`config.mk`:
```
export PLATFORM = sky130hd
export DESIGN_NAME = stepper_trapezoid_ramp_homing_core
export DESIGN_NICKNAME = d
export VERILOG_FILES = /design/src/design/stp_pkg.sv /design/src/design/stp_div.sv /design/src/design/stepper_trapezoid_ramp_homing_core.sv
export SDC_FILE = /design/constraint.sdc
export NUM_CORES = 1
export LEC_CHECK = 0
export BUFFER_PORTS_ARGS = -buffer_cell sky130_fd_sc_hd__buf_4
export CAP_MARGIN = 20
export CORE_ASPECT_RATIO = 0.5
export CORE_MARGIN = 2
export CORE_UTILIZATION = 28
export DETAILED_ROUTE_END_ITERATION = 10
export PLACE_DENSITY = 0.53
export SYNTH_ARGS = -nofsm -noshare
export SYNTH_HDL_FRONTEND = slang
export SYNTH_SLANG_ARGS = --single-unit
```
`constraint.sdc`:
```
create_clock -name clk -period 16.7 [get_ports clk]
set_input_delay 0.835 -clock clk [delete_from_list [all_inputs] [get_ports clk]]
set_output_delay 0.835 -clock clk [all_outputs]
set_load 0.02 [all_outputs]
```
`src/design/stp_pkg.sv`:
```
// Shared types and constants for the stepper ramp and homing core.
package stp_pkg;

    localparam int POS_BITS  = 16;
    localparam int FRAC_BITS = 8;
    localparam int RATE_W    = 16 + FRAC_BITS;
    localparam int NUM_W     = 20 + FRAC_BITS;
    localparam int CNT_W     = $clog2(NUM_W);
    localparam int JRN_W     = 15;

    localparam logic [15:0]      RESET_RATE  = 16'd600;
    localparam logic [15:0]      RESET_MAX   = 16'hFFFF;
    localparam logic [JRN_W-1:0] JOURNEY_MAX = {JRN_W{1'b1}};

    typedef enum logic [1:0] {
        OP_MOVE   = 2'd0,
        OP_TICK   = 2'd1,
        OP_ORIGIN = 2'd2,
        OP_LIMIT  = 2'd3
    } op_t;

    typedef enum logic [1:0] {
        CFG_START_RATE  = 2'd0,
        CFG_TARGET_RATE = 2'd1,
        CFG_MAX_RATE    = 2'd2
    } cfg_idx_t;

    typedef struct packed {
        logic [1:0]         operation;
        logic signed [15:0] offset;
    } stp_cmd_t;

    typedef struct packed {
        logic [15:0]        rate_out;
        logic               rate_changed;
        logic               moving;
        logic               move_ended;
        logic               direction;
        logic signed [15:0] position;
        logic signed [15:0] axis_width;
        logic               home_known;
        logic               width_known;
    } stp_res_t;

endpackage

```
`src/design/stp_div.sv`:
```
// Restoring divider, one quotient bit per cycle, for the ramp step.
module stp_div
    import stp_pkg::*;
(
    input  logic             clk,
    input  logic             rst_n,
    input  logic             start,
    input  logic [NUM_W-1:0] num,
    input  logic [JRN_W-1:0] den,
    output logic             done,
    output logic [NUM_W-1:0] quo
);

    logic             busy_reg, busy_next;
    logic             done_reg, done_next;
    logic [CNT_W-1:0] cnt_reg, cnt_next;
    logic [JRN_W:0]   rem_reg, rem_next;
    logic [NUM_W-1:0] quo_reg, quo_next;
    logic [JRN_W-1:0] den_reg, den_next;
    logic [JRN_W:0]   shifted;
    logic             fits;

    assign shifted = {rem_reg[JRN_W-1:0], quo_reg[NUM_W-1]};
    assign fits    = shifted >= {1'b0, den_reg};

    always_comb
    begin
        busy_next = busy_reg;
        done_next = 1'b0;
        cnt_next  = cnt_reg;
        rem_next  = rem_reg;
        quo_next  = quo_reg;
        den_next  = den_reg;
        if (start)
        begin
            busy_next = 1'b1;
            cnt_next  = CNT_W'(NUM_W - 1);
            rem_next  = '0;
            quo_next  = num;
            den_next  = den;
        end
        else if (busy_reg)
        begin
            // shift in the next numerator bit and subtract when it fits
            rem_next = fits ? shifted - {1'b0, den_reg} : shifted;
            quo_next = {quo_reg[NUM_W-2:0], fits};
            cnt_next = cnt_reg - 1'b1;
            if (cnt_reg == '0)
            begin
                busy_next = 1'b0;
                done_next = 1'b1;
            end
        end
    end

    always_ff @(posedge clk or negedge rst_n)
    begin
        if (!rst_n)
        begin
            busy_reg <= 1'b0;
            done_reg <= 1'b0;
            cnt_reg  <= '0;
        end
        else
        begin
            busy_reg <= busy_next;
            done_reg <= done_next;
            cnt_reg  <= cnt_next;
        end
    end

    always_ff @(posedge clk)
    begin
        rem_reg <= rem_next;
        quo_reg <= quo_next;
        den_reg <= den_next;
    end

    assign done = done_reg;
    assign quo  = quo_reg;

endmodule

```
`src/design/stepper_trapezoid_ramp_homing_core.sv`:
```
// Stepper trapezoid ramp and homing core: command sequencer and state.
//
//   channel | signals                  | direction | payload
//   cmd     | cmd_valid / cmd_ready    | in        | stp_cmd_t (operation, offset)
//   res     | res_valid / res_ready    | out       | stp_res_t (one per command)
//   cfg     | cfg_we, cfg_index        | in        | cfg_data, 16 bits, write only
//
// Ticks, switch presses and ignored moves finish in the accepting cycle; the result is
// registered and shown the cycle after the transaction.
// A move with target_rate above start_rate runs the divider over all NUM_W (28)
// quotient bits and then clamps to max_rate; no new command is taken until then.
// A pending result blocks new commands until res_ready takes it.
// Reset (rst_n, asynchronous) restores the register defaults and idles the axis.
module stepper_trapezoid_ramp_homing_core
    import stp_pkg::*;
(
    input  logic        clk,
    input  logic        rst_n,
    input  logic        cmd_valid,
    output logic        cmd_ready,
    input  stp_cmd_t    cmd,
    output logic        res_valid,
    input  logic        res_ready,
    output stp_res_t    res,
    input  logic        cfg_we,
    input  logic [1:0]  cfg_index,
    input  logic [15:0] cfg_data
);

    typedef enum logic {
        ST_IDLE,
        ST_DIV
    } state_t;

    state_t              state_reg, state_next;
    logic [15:0]         start_rate_reg, start_rate_next;
    logic [15:0]         target_rate_reg, target_rate_next;
    logic [15:0]         max_rate_reg, max_rate_next;
    logic                busy_reg, busy_next;
    logic                dir_reg, dir_next;
    logic                home_reg, home_next;
    logic                width_flag_reg, width_flag_next;
    logic [POS_BITS-1:0] pos_reg, pos_next;
    logic [15:0]         width_reg, width_next;
    logic [JRN_W-1:0]    steps_left_reg, steps_left_next;
    logic [JRN_W-1:0]    journey_reg, journey_next;
    logic [RATE_W-1:0]   rate_now_reg, rate_now_next;
    logic [RATE_W-1:0]   ramp_step_reg, ramp_step_next;
    logic [RATE_W-1:0]   lim_reg, lim_next;
    logic                res_valid_reg, res_valid_next;
    stp_res_t            res_reg, res_next;

    logic             accept;
    logic             div_start;
    logic             div_done;
    logic [NUM_W-1:0] div_num;
    logic [NUM_W-1:0] div_quo;
    logic [15:0]      off_u;
    logic [15:0]      mag;
    logic [JRN_W-1:0] mag_sat;
    logic [15:0]      rate_diff;
    logic [19:0]      diff10;
    logic [JRN_W-1:0] steps_dec;
    logic [JRN_W+3:0] steps10;
    logic [JRN_W+3:0] journey9;
    logic [RATE_W:0]  rate_sum;
    logic             changed;
    logic             ended;
    logic [15:0]      rate_issue;

    assign cmd_ready = (state_reg == ST_IDLE) && (!res_valid_reg || res_ready);
    assign accept    = cmd_valid && cmd_ready;

    assign off_u     = cmd.offset;
    assign mag       = off_u[15] ? 16'(~off_u + 16'd1) : off_u;
    assign mag_sat   = mag[15] ? JOURNEY_MAX : mag[JRN_W-1:0];
    assign rate_diff = target_rate_reg - start_rate_reg;
    assign diff10    = {1'b0, rate_diff, 3'b000} + {3'b000, rate_diff, 1'b0};
    assign div_num   = {diff10, {FRAC_BITS{1'b0}}};

    // ramp windows: first tenth and last tenth of the journey
    assign steps_dec = steps_left_reg - 1'b1;
    assign steps10   = {1'b0, steps_dec, 3'b000} + {3'b000, steps_dec, 1'b0};
    assign journey9  = {1'b0, journey_reg, 3'b000} + {4'b0000, journey_reg};
    assign rate_sum  = {1'b0, rate_now_reg} + {1'b0, ramp_step_reg};

    stp_div u_div (
        .clk   (clk),
        .rst_n (rst_n),
        .start (div_start),
        .num   (div_num),
        .den   (mag_sat),
        .done  (div_done),
        .quo   (div_quo)
    );

    always_comb
    begin
        state_next       = state_reg;
        start_rate_next  = start_rate_reg;
        target_rate_next = target_rate_reg;
        max_rate_next    = max_rate_reg;
        busy_next        = busy_reg;
        dir_next         = dir_reg;
        home_next        = home_reg;
        width_flag_next  = width_flag_reg;
        pos_next         = pos_reg;
        width_next       = width_reg;
        steps_left_next  = steps_left_reg;
        journey_next     = journey_reg;
        rate_now_next    = rate_now_reg;
        ramp_step_next   = ramp_step_reg;
        lim_next         = lim_reg;
        res_valid_next   = res_valid_reg && !res_ready;
        res_next         = res_reg;
        div_start        = 1'b0;
        changed          = 1'b0;
        ended            = 1'b0;
        rate_issue       = '0;

        if (cfg_we)
        begin
            case (cfg_index)
                CFG_START_RATE:  start_rate_next  = cfg_data;
                CFG_TARGET_RATE: target_rate_next = cfg_data;
                CFG_MAX_RATE:    max_rate_next    = cfg_data;
                default:         ;
            endcase
        end

        if (state_reg == ST_DIV && div_done)
        begin
            // clamp the quotient to max_rate
            ramp_step_next = (div_quo > NUM_W'(lim_reg)) ? lim_reg : div_quo[RATE_W-1:0];
            state_next     = ST_IDLE;
        end

        if (accept)
        begin
            case (cmd.operation)
                OP_MOVE:
                begin
                    if (!busy_reg && off_u != '0)
                    begin
                        dir_next        = !off_u[15];
                        journey_next    = mag_sat;
                        steps_left_next = mag_sat;
                        rate_now_next   = {start_rate_reg, {FRAC_BITS{1'b0}}};
                        lim_next        = {max_rate_reg, {FRAC_BITS{1'b0}}};
                        busy_next       = 1'b1;
                        changed         = 1'b1;
                        rate_issue      = start_rate_reg;
                        if (target_rate_reg > start_rate_reg)
                        begin
                            div_start  = 1'b1;
                            state_next = ST_DIV;
                        end
                        else
                        begin
                            ramp_step_next = '0;
                        end
                    end
                end
                OP_TICK:
                begin
                    if (busy_reg)
                    begin
                        pos_next        = dir_reg ? pos_reg + 1'b1 : pos_reg - 1'b1;
                        steps_left_next = steps_dec;
                        if (steps_dec == '0)
                        begin
                            busy_next = 1'b0;
                            ended     = 1'b1;
                        end
                        else if (steps10 >= journey9)
                        begin
                            rate_now_next = rate_sum[RATE_W] ? {RATE_W{1'b1}}
                                                             : rate_sum[RATE_W-1:0];
                            changed       = 1'b1;
                            rate_issue    = rate_now_next[RATE_W-1:FRAC_BITS];
                        end
                        else if (steps10 <= {4'b0000, journey_reg})
                        begin
                            rate_now_next = (rate_now_reg > ramp_step_reg)
                                          ? rate_now_reg - ramp_step_reg : '0;
                            changed       = 1'b1;
                            rate_issue    = rate_now_next[RATE_W-1:FRAC_BITS];
                        end
                    end
                end
                OP_ORIGIN:
                begin
                    ended     = busy_reg;
                    busy_next = 1'b0;
                    if (!home_reg)
                    begin
                        home_next = 1'b1;
                        pos_next  = '0;
                    end
                end
                OP_LIMIT:
                begin
                    ended     = busy_reg;
                    busy_next = 1'b0;
                    if (home_reg && !width_flag_reg)
                    begin
                        width_flag_next = 1'b1;
                        width_next      = 16'(pos_reg);
                    end
                    else if (!home_reg && width_flag_reg)
                    begin
                        home_next = 1'b1;
                        pos_next  = POS_BITS'(width_reg);
                    end
                end
                default: ;
            endcase

            res_valid_next        = 1'b1;
            res_next.rate_out     = rate_issue;
            res_next.rate_changed = changed;
            res_next.moving       = busy_next;
            res_next.move_ended   = ended;
            res_next.direction    = dir_next;
            res_next.position     = 16'(pos_next);
            res_next.axis_width   = width_next;
            res_next.home_known   = home_next;
            res_next.width_known  = width_flag_next;
        end
    end

    always_ff @(posedge clk or negedge rst_n)
    begin
        if (!rst_n)
        begin
            state_reg       <= ST_IDLE;
            start_rate_reg  <= RESET_RATE;
            target_rate_reg <= RESET_RATE;
            max_rate_reg    <= RESET_MAX;
            busy_reg        <= 1'b0;
            dir_reg         <= 1'b0;
            home_reg        <= 1'b0;
            width_flag_reg  <= 1'b0;
            pos_reg         <= '0;
            width_reg       <= '0;
            steps_left_reg  <= '0;
            journey_reg     <= '0;
            rate_now_reg    <= {RESET_RATE, {FRAC_BITS{1'b0}}};
            ramp_step_reg   <= '0;
            lim_reg         <= '0;
            res_valid_reg   <= 1'b0;
            res_reg         <= '0;
        end
        else
        begin
            state_reg       <= state_next;
            start_rate_reg  <= start_rate_next;
            target_rate_reg <= target_rate_next;
            max_rate_reg    <= max_rate_next;
            busy_reg        <= busy_next;
            dir_reg         <= dir_next;
            home_reg        <= home_next;
            width_flag_reg  <= width_flag_next;
            pos_reg         <= pos_next;
            width_reg       <= width_next;
            steps_left_reg  <= steps_left_next;
            journey_reg     <= journey_next;
            rate_now_reg    <= rate_now_next;
            ramp_step_reg   <= ramp_step_next;
            lim_reg         <= lim_next;
            res_valid_reg   <= res_valid_next;
            res_reg         <= res_next;
        end
    end

    assign res_valid = res_valid_reg;
    assign res       = res_reg;

    a_done_in_div: assert property (@(posedge clk) disable iff (!rst_n)
        div_done |-> state_reg == ST_DIV)
        else $error("divider finished outside the divide state");

    a_busy_steps: assert property (@(posedge clk) disable iff (!rst_n)
        busy_reg |-> steps_left_reg != '0)
        else $error("move in progress with no steps left");

    a_ended_idle: assert property (@(posedge clk) disable iff (!rst_n)
        res_valid_reg && res_reg.move_ended |-> !res_reg.moving)
        else $error("result reports an ended move that is still moving");

    a_rate_quiet: assert property (@(posedge clk) disable iff (!rst_n)
        res_valid_reg && !res_reg.rate_changed |-> res_reg.rate_out == '0)
        else $error("rate issued without rate_changed");

    a_step_clamped: assert property (@(posedge clk) disable iff (!rst_n)
        state_reg == ST_DIV && div_done |=> ramp_step_reg <= lim_reg)
        else $error("ramp step above the clamp");

endmodule

```
==> metrics, run 1 <==
CP Launch Type register; # diodes 0; Synth-to-Final Area Change 13.0%; crit path max fanout 24; post-CTS setup buffers 0; Max Cap Viol 0; CTS tree done; crit end category register; Inserted Clock Buffers 29; final-report hold violation count 0; FFs w/ async S/R, synth 0.779; Clk pin slew, worst setup/hold paths 70 ps; post-synthesis sequential area ratio 0.333; Relative slew margins 0.280; Main synth FF type dfrtp_1; Layout Skew about 16 ps; CP Data Required Time between 15000 and 20000 ps; first-pass GRT wire length 92500 um; Yosys cell types roughly 110; yosys warns 0; max frequency ~0.14 GHz; DRT antenna net count 0; Vias/cell 5.09; Filler cells 7543; Chip Height 193 um; flops & latches, synth about 260; max FFs per register 54; drt first pass iters 6; post_cts resized 0; WS Path Type register to register; Remaining DRCs 0; All-Layer GR Usage 0.154; largest net degree at the start of global routing 83; total core area 71000 um^2; antenna violations before repair 0; final worst-path cycle share 0.416; Setup TNS 0 ps; nets@finish about 2500; Rows a little under 70; Net Count, Synth 2509; synthesized area 20100 um^2; First DRT Iteration DRCs 1010; final setup violation count 0; I/O pin count 97; RSZ-0062 raised after global routing no; fin crit period just under 7000 ps; Slew @ Worst Pin 1080 ps; Arrival @ worst endpoint ~7400 ps; Initial Utilization 0.283; DR vias 16800; CTS sink cnt 263; Synth Instances 2285; Routed WL ~58000 um; clk root buf clkbuf_16; placer's final routability congestion estimate approximately 0.86; grt total ovfl 0; outcome finished, final reports clean; Syn Area/Cell 8.78 um^2; layout cells sized above 1 0.132; Clk Latency, worst-skew pair 600 ps; Die Wd 383 um; CTS max path bufs 3; Die ar. 73900 um^2; Max Slew Vio Count 0; cts hold-fix bufs 0; Post-synth EDFFs 35; vias in the first global route 16300; HP Class primary input to async pin; port bufs 96; Avg WL per Cell 17.5 um; Final HPWL DP 42600 um; htree depth 1
[worst paths after layout]
path	endpoint	slack, ps	from	cells after the start
max reg2reg	rate_now_reg[18]	9760	steps_left_reg[0]	22
min	steps_left_reg[8]	260	rst_n	1
max in group asynchronous	u_div.busy_reg	14290	rst_n	3
min in group clk	start_rate_reg[11]	460	cfg_data[11]	3
max	rate_now_reg[18]	9760	steps_left_reg[0]	22
min reg2reg	u_div.rem_reg[1]	480	u_div.rem_reg[1]	2
[worst max-delay path: stages (launching register included)]
cell and delay [ps]:
dfrtp_1 490, inv_1 150, ha_1 260, nor3b_2 480, xnor2_1 280, ha_1 410
nor2b_1 270, a211oi_1 80, o211ai_1 270, o211ai_1 200, a221oi_1 510, o21ai_1 170
a211o_1 320, o21a_1 150, inv_1 70, ha_1 230, a2111oi_0 620, a21oi_2 90
buf_4 260, o21ai_1 760, nor3_1 140, a32o_1 310, mux2_1 290
[synth_stat cells, drive strengths merged, types with 15 or more instances]
library cell	number	area, um^2
buf	29	179
a221o	15	150
nand4	19	119
o21ai	197	997
nand3	48	245
a211oi	52	413
o21a	21	159
nor2b	29	181
a31oi	22	159
dfrtp	177	4430
a21o	43	323
clkbuf	90	338
dfxtp	23	460
nor3	47	252
or3	26	163
a21oi	162	811
dfstp	28	736
xor2	40	350
xnor2	80	701
inv	165	619
edfxtp	35	1050
o211ai	25	188
nor2	173	659
nand2b	20	125
nor4	19	144
o21bai	18	135
mux2	62	739
or2	16	100
ha	175	2190
o31ai	19	156
nand2	175	667
mux2i	40	400
[stage by stage]
stage               hold slack [ps]  utilization  instances  area (um^2)  worst slack [ps]
finish                          257        0.319       3298        22700              9760
floorplan                       439            -       2285        20100             10700
global route                    313        0.319       3298        22700              9020
CTS                             271        0.319       3297        22600              9790
detailed placement              472        0.306       3243        21700              9790
global placement                464        0.306       3242        21700              9930
[routing by layer]
metal | up-vias | track usage | part of all wire
met3 | 90 | 0.0186 | 0.035
li1 | 8322 | - | -
met5 | - | 0 | 0
met1 | 8049 | 0.203 | 0.45
met2 | 331 | 0.262 | 0.48
met4 | 0 | 0.0537 | 0.037
[cell families after synthesis]
kind of cell | count (synthesis) | share of synthesized area
AO/OA/AOI/OAI | 697 | 0.227
AND/OR/NAND/NOR | 633 | 0.156
buffers and inverters | 287 | 0.0572
flip-flops | 263 | 0.333
adder cells (fa/ha/maj) | 183 | 0.117
XOR/XNOR | 120 | 0.0524
multiplexers | 102 | 0.0568
[placed cells by master (no fill, tap or decap), drive strengths merged, types with 20 or more instances in the layout]
cell and count:
nand3 48, o211ai 25, inv 166, dfxtp 23, nand2b 20, nand2 175, dfstp 28, or3 26
ha 175, buf 120, edfxtp 35, nor3 47, a31oi 22, a211oi 52, a21oi 162, mux2 62
xor2 40, o21ai 197, a21o 43, mux2i 40, o21a 21, dfrtp 177, clkbuf 46, nor2b 29
nor2 173, xnor2 80
[final cells by class]
| type | instances | area, um^2 | share of cell area |
|---|---|---|---|
| tap | 958 | 1200 | 0.0529 |
| sequential | 263 | 6680 | 0.295 |
| multi-input combinational | 1735 | 12300 | 0.542 |
| clock buffer | 46 | 850 | 0.0375 |
| inverter | 168 | 631 | 0.0278 |
| clock inverter | 8 | 90.1 | 0.00398 |
| timing repair buffer | 120 | 936 | 0.0413 |
Power of run 1 is not shown: default switching activity piles up to over one toggle a cycle in this logic, so the estimate is an artifact.
==> inputs of run 2 (changes only) <==
--- a/config.mk
+++ b/config.mk
@@ -5,6 +5,7 @@
 export SDC_FILE = /design/constraint.sdc
 export NUM_CORES = 1
 export LEC_CHECK = 0
+export ABC_AREA = 1
 export BUFFER_PORTS_ARGS = -buffer_cell sky130_fd_sc_hd__buf_4
 export CAP_MARGIN = 20
 export CORE_ASPECT_RATIO = 0.5
==> constraint.sdc (replaced) <==
create_clock -name clk -period 6.52 [get_ports clk]
set_input_delay 0.326 -clock clk [delete_from_list [all_inputs] [get_ports clk]]
set_output_delay 0.326 -clock clk [all_outputs]
set_load 0.02 [all_outputs]
==> metrics, run 2 <==
final-report hold violation count 0 (unchanged); All-Layer GR Usage 0.169 (+0.0146); WS Path Type register to register; FFs w/ async S/R, synth 0.779 (unchanged); multi-input gate area in the final layout 11200 um^2 (-8.7%); Inserted Clock Buffers 29 (unchanged); outcome finished, final reports clean; Post-synth EDFFs 35 (unchanged); Net Count, Synth 2932 (+17%); Max stage delay on crit path 410 ps (-350 ps); largest net degree at the start of global routing 118 (+42%); post_cts resized 0 (unchanged); layout cells sized above 1 0.0869 (-0.0455); Main synth FF type dfrtp_1; top cell type by total area after synthesis dfrtp_1; Die Wd 379 um (-0.95%); worst path bufs/invs 5 (+2); top-area cell type share of the netlist area 0.225 (+0.00430); RSZ-0062 raised after global routing no; flops & latches, synth 263 (unchanged); Clk pin slew, worst setup/hold paths 70 ps (about the same); drt first pass iters 6 (unchanged); antenna violations before repair 5 (+5); Die ar. 72500 um^2 (-1.9%); Cells after DPL 3683 (+14%); vias in the first global route 17200 (+5.4%); CP Data Required Time 7040 ps (-10140 ps); post-CTS setup buffers 0 (unchanged); Routed WL 61500 um (+6.2%); commonest non-fill, non-tap cell in the layout nand2_1; largest cells by area after synthesis dfrtp_1, nand2_1, ha_1; yosys warns 0 (unchanged); sequential cell area 6680 um^2 (about the same); Final HPWL DP 47700 um (+12%); HP Class primary input to register; cell with the most instances after synthesis nand2_1; Relative slew margins 0.357 (+0.0769); Filler cells 7456 (-1.2%); Rows 68 (-1.4%); synthesized area 19700 um^2 (-1.9%); crit end category register; non-filler cells, final 3744 (+14%); port bufs 96 (unchanged); final setup violation count 0 (unchanged); Chip Height 191 um (-0.94%); First DRT Iteration DRCs 1398 (+38%); CP Launch Type register; Most common cell on crit path nand2_1; post-synthesis sequential area ratio 0.339 (+0.00648); Setup TNS 0 ps (unchanged); clk root buf clkbuf_16; Max Slew Vio Count 0 (unchanged); top cell family by delay on the critical path simple AND/OR/NAND/NOR gates; total core area 69300 um^2 (-2.4%); CTS sink cnt 263 (unchanged); first-pass GRT wire length 97000 um (+4.9%); max frequency 0.179 GHz (+24%); crit path max fanout 13 (-46%); CTS tree done; I/O pin count 97 (unchanged); grt total ovfl 0 (unchanged); CTS max path bufs 3 (unchanged); most frequent cells in the layout nand2_1, inv_1, a21oi_1, o21ai_0, nor2_1; max FFs per register 54 (unchanged); Vias/cell 4.79 (-6.0%); Max Cap Viol 0 (unchanged); Clk Latency, worst-skew pair 580 ps (-20 ps); Post-synth top cells nand2_1, inv_1, a21oi_1, o21ai_0, nor2_1; nets@finish 2996 (+18%); placer's final routability congestion estimate 0.944 (+9.2%); Slowest-stage cell, CP fa_1; DR vias 17900 (+6.8%); Synth Instances 2708 (+19%); Synth-to-Final Area Change 13.9%; Layout Skew 23.9 ps (+7.76 ps); Arrival @ worst endpoint 6100 ps (-1330 ps); htree depth 1 (unchanged); final worst-path cycle share 0.856 (+0.440); Remaining DRCs 0 (unchanged); Syn Area/Cell 7.27 um^2 (-17%); Avg WL per Cell 16.4 um (-6.4%); fin crit period 5580 ps (-1360 ps); Initial Utilization 0.284 (+0.00145); Slew @ Worst Pin 955 ps (-122 ps); Yosys cell types 59 (-44%); DRT antenna net count 0 (unchanged)
[run 2: cell count changes in the layout (fill, tap and decap cells not counted), sizes merged, moves of 40 or more]
| cell | change |
|---|---|
| xor2 | +42 |
| xnor2 | -54 |
| inv | +213 |
| mux2 | -62 |
| nand3 | +72 |
| nand2 | +486 |
| a21oi | +74 |
| a211oi | -44 |
| mux2i | -40 |
[run 2: layout make-up]
type	count	share of cell area
diodes	4	0.000447
clock buffers	38	0.0366
clock inverters	16	0.00876
inverters	380	0.0636
multi-input cells	1983	0.500
flip-flops and latches	263	0.298
well taps	945	0.0528
repair buffers	115	0.0400
[run 2: metal layers]
layer  up-vias  part of all wire  GRT usage  wire, um
met2       343              0.47      0.282     28600
met4         0             0.030     0.0546      1850
met1      8459              0.46      0.228     28500
met5         -                 0          0         0
met3        76             0.040     0.0184      2470
li1       9048                 -          -         -
[run 2: cells by family (layout without fill, tap and decap cells)]
| family | Yosys count | in the layout | share of synthesized area |
|---|---|---|---|
| simple gates | 1101 | 1101 | 0.236 |
| compound gates | 591 | 591 | 0.166 |
| buf+inv | 462 | 549 | 0.0915 |
| flops | 263 | 263 | 0.339 |
| fa+ha+maj | 183 | 183 | 0.119 |
| xor+xnor | 108 | 108 | 0.0481 |
| other cells | 0 | 4 | 0 |
[run 2: what timing repair did]
| item | in CTS | in global routing |
|---|---|---|
| hold buffers | 2 | 0 |
| hold endpoints to repair | 85 | 0 |
| setup endpoints to repair | 0 | 0 |
[run 2: per-stage QoR]
step,setup slack [ps],utilization,hold WS (ps),instance area (um^2)
floorplan,2180,-,30.4,19700
CTS,915,0.323,14.6,22400
detailed placement,941,0.308,384,21400
global route,320,0.324,30.8,22400
finish,942,0.324,22.6,22400
global placement,1090,0.308,384,21400
[run 2: final timing paths]
kind                                        start          endpoint  slack [ps]  cells after the start
worst max register to register  steps_left_reg[0]  rate_now_reg[17]         940                     29
worst min register to register       u_div.quo[2]      u_div.quo[3]         480                      2
min in group asynchronous                   rst_n           res[27]         330                      2
worst max-delay path            steps_left_reg[0]  rate_now_reg[17]         940                     29
worst min-delay path                 cfg_data[15]  max_rate_reg[15]          20                      3
max in group asynchronous                   rst_n        u_div.done        5020                      3
[run 2: worst reg2reg max path, delay by kind of cell (launching register included)]
kind	cells	cell delay, ps
DFF	1	390
adders and majority gates	4	1210
buffers and inverters	5	1010
and+or+nand+nor	15	1980
xor gates and xnor gates	1	320
AOI/OAI and AO/OA	4	620
Power of run 2 is left out for the same reason.
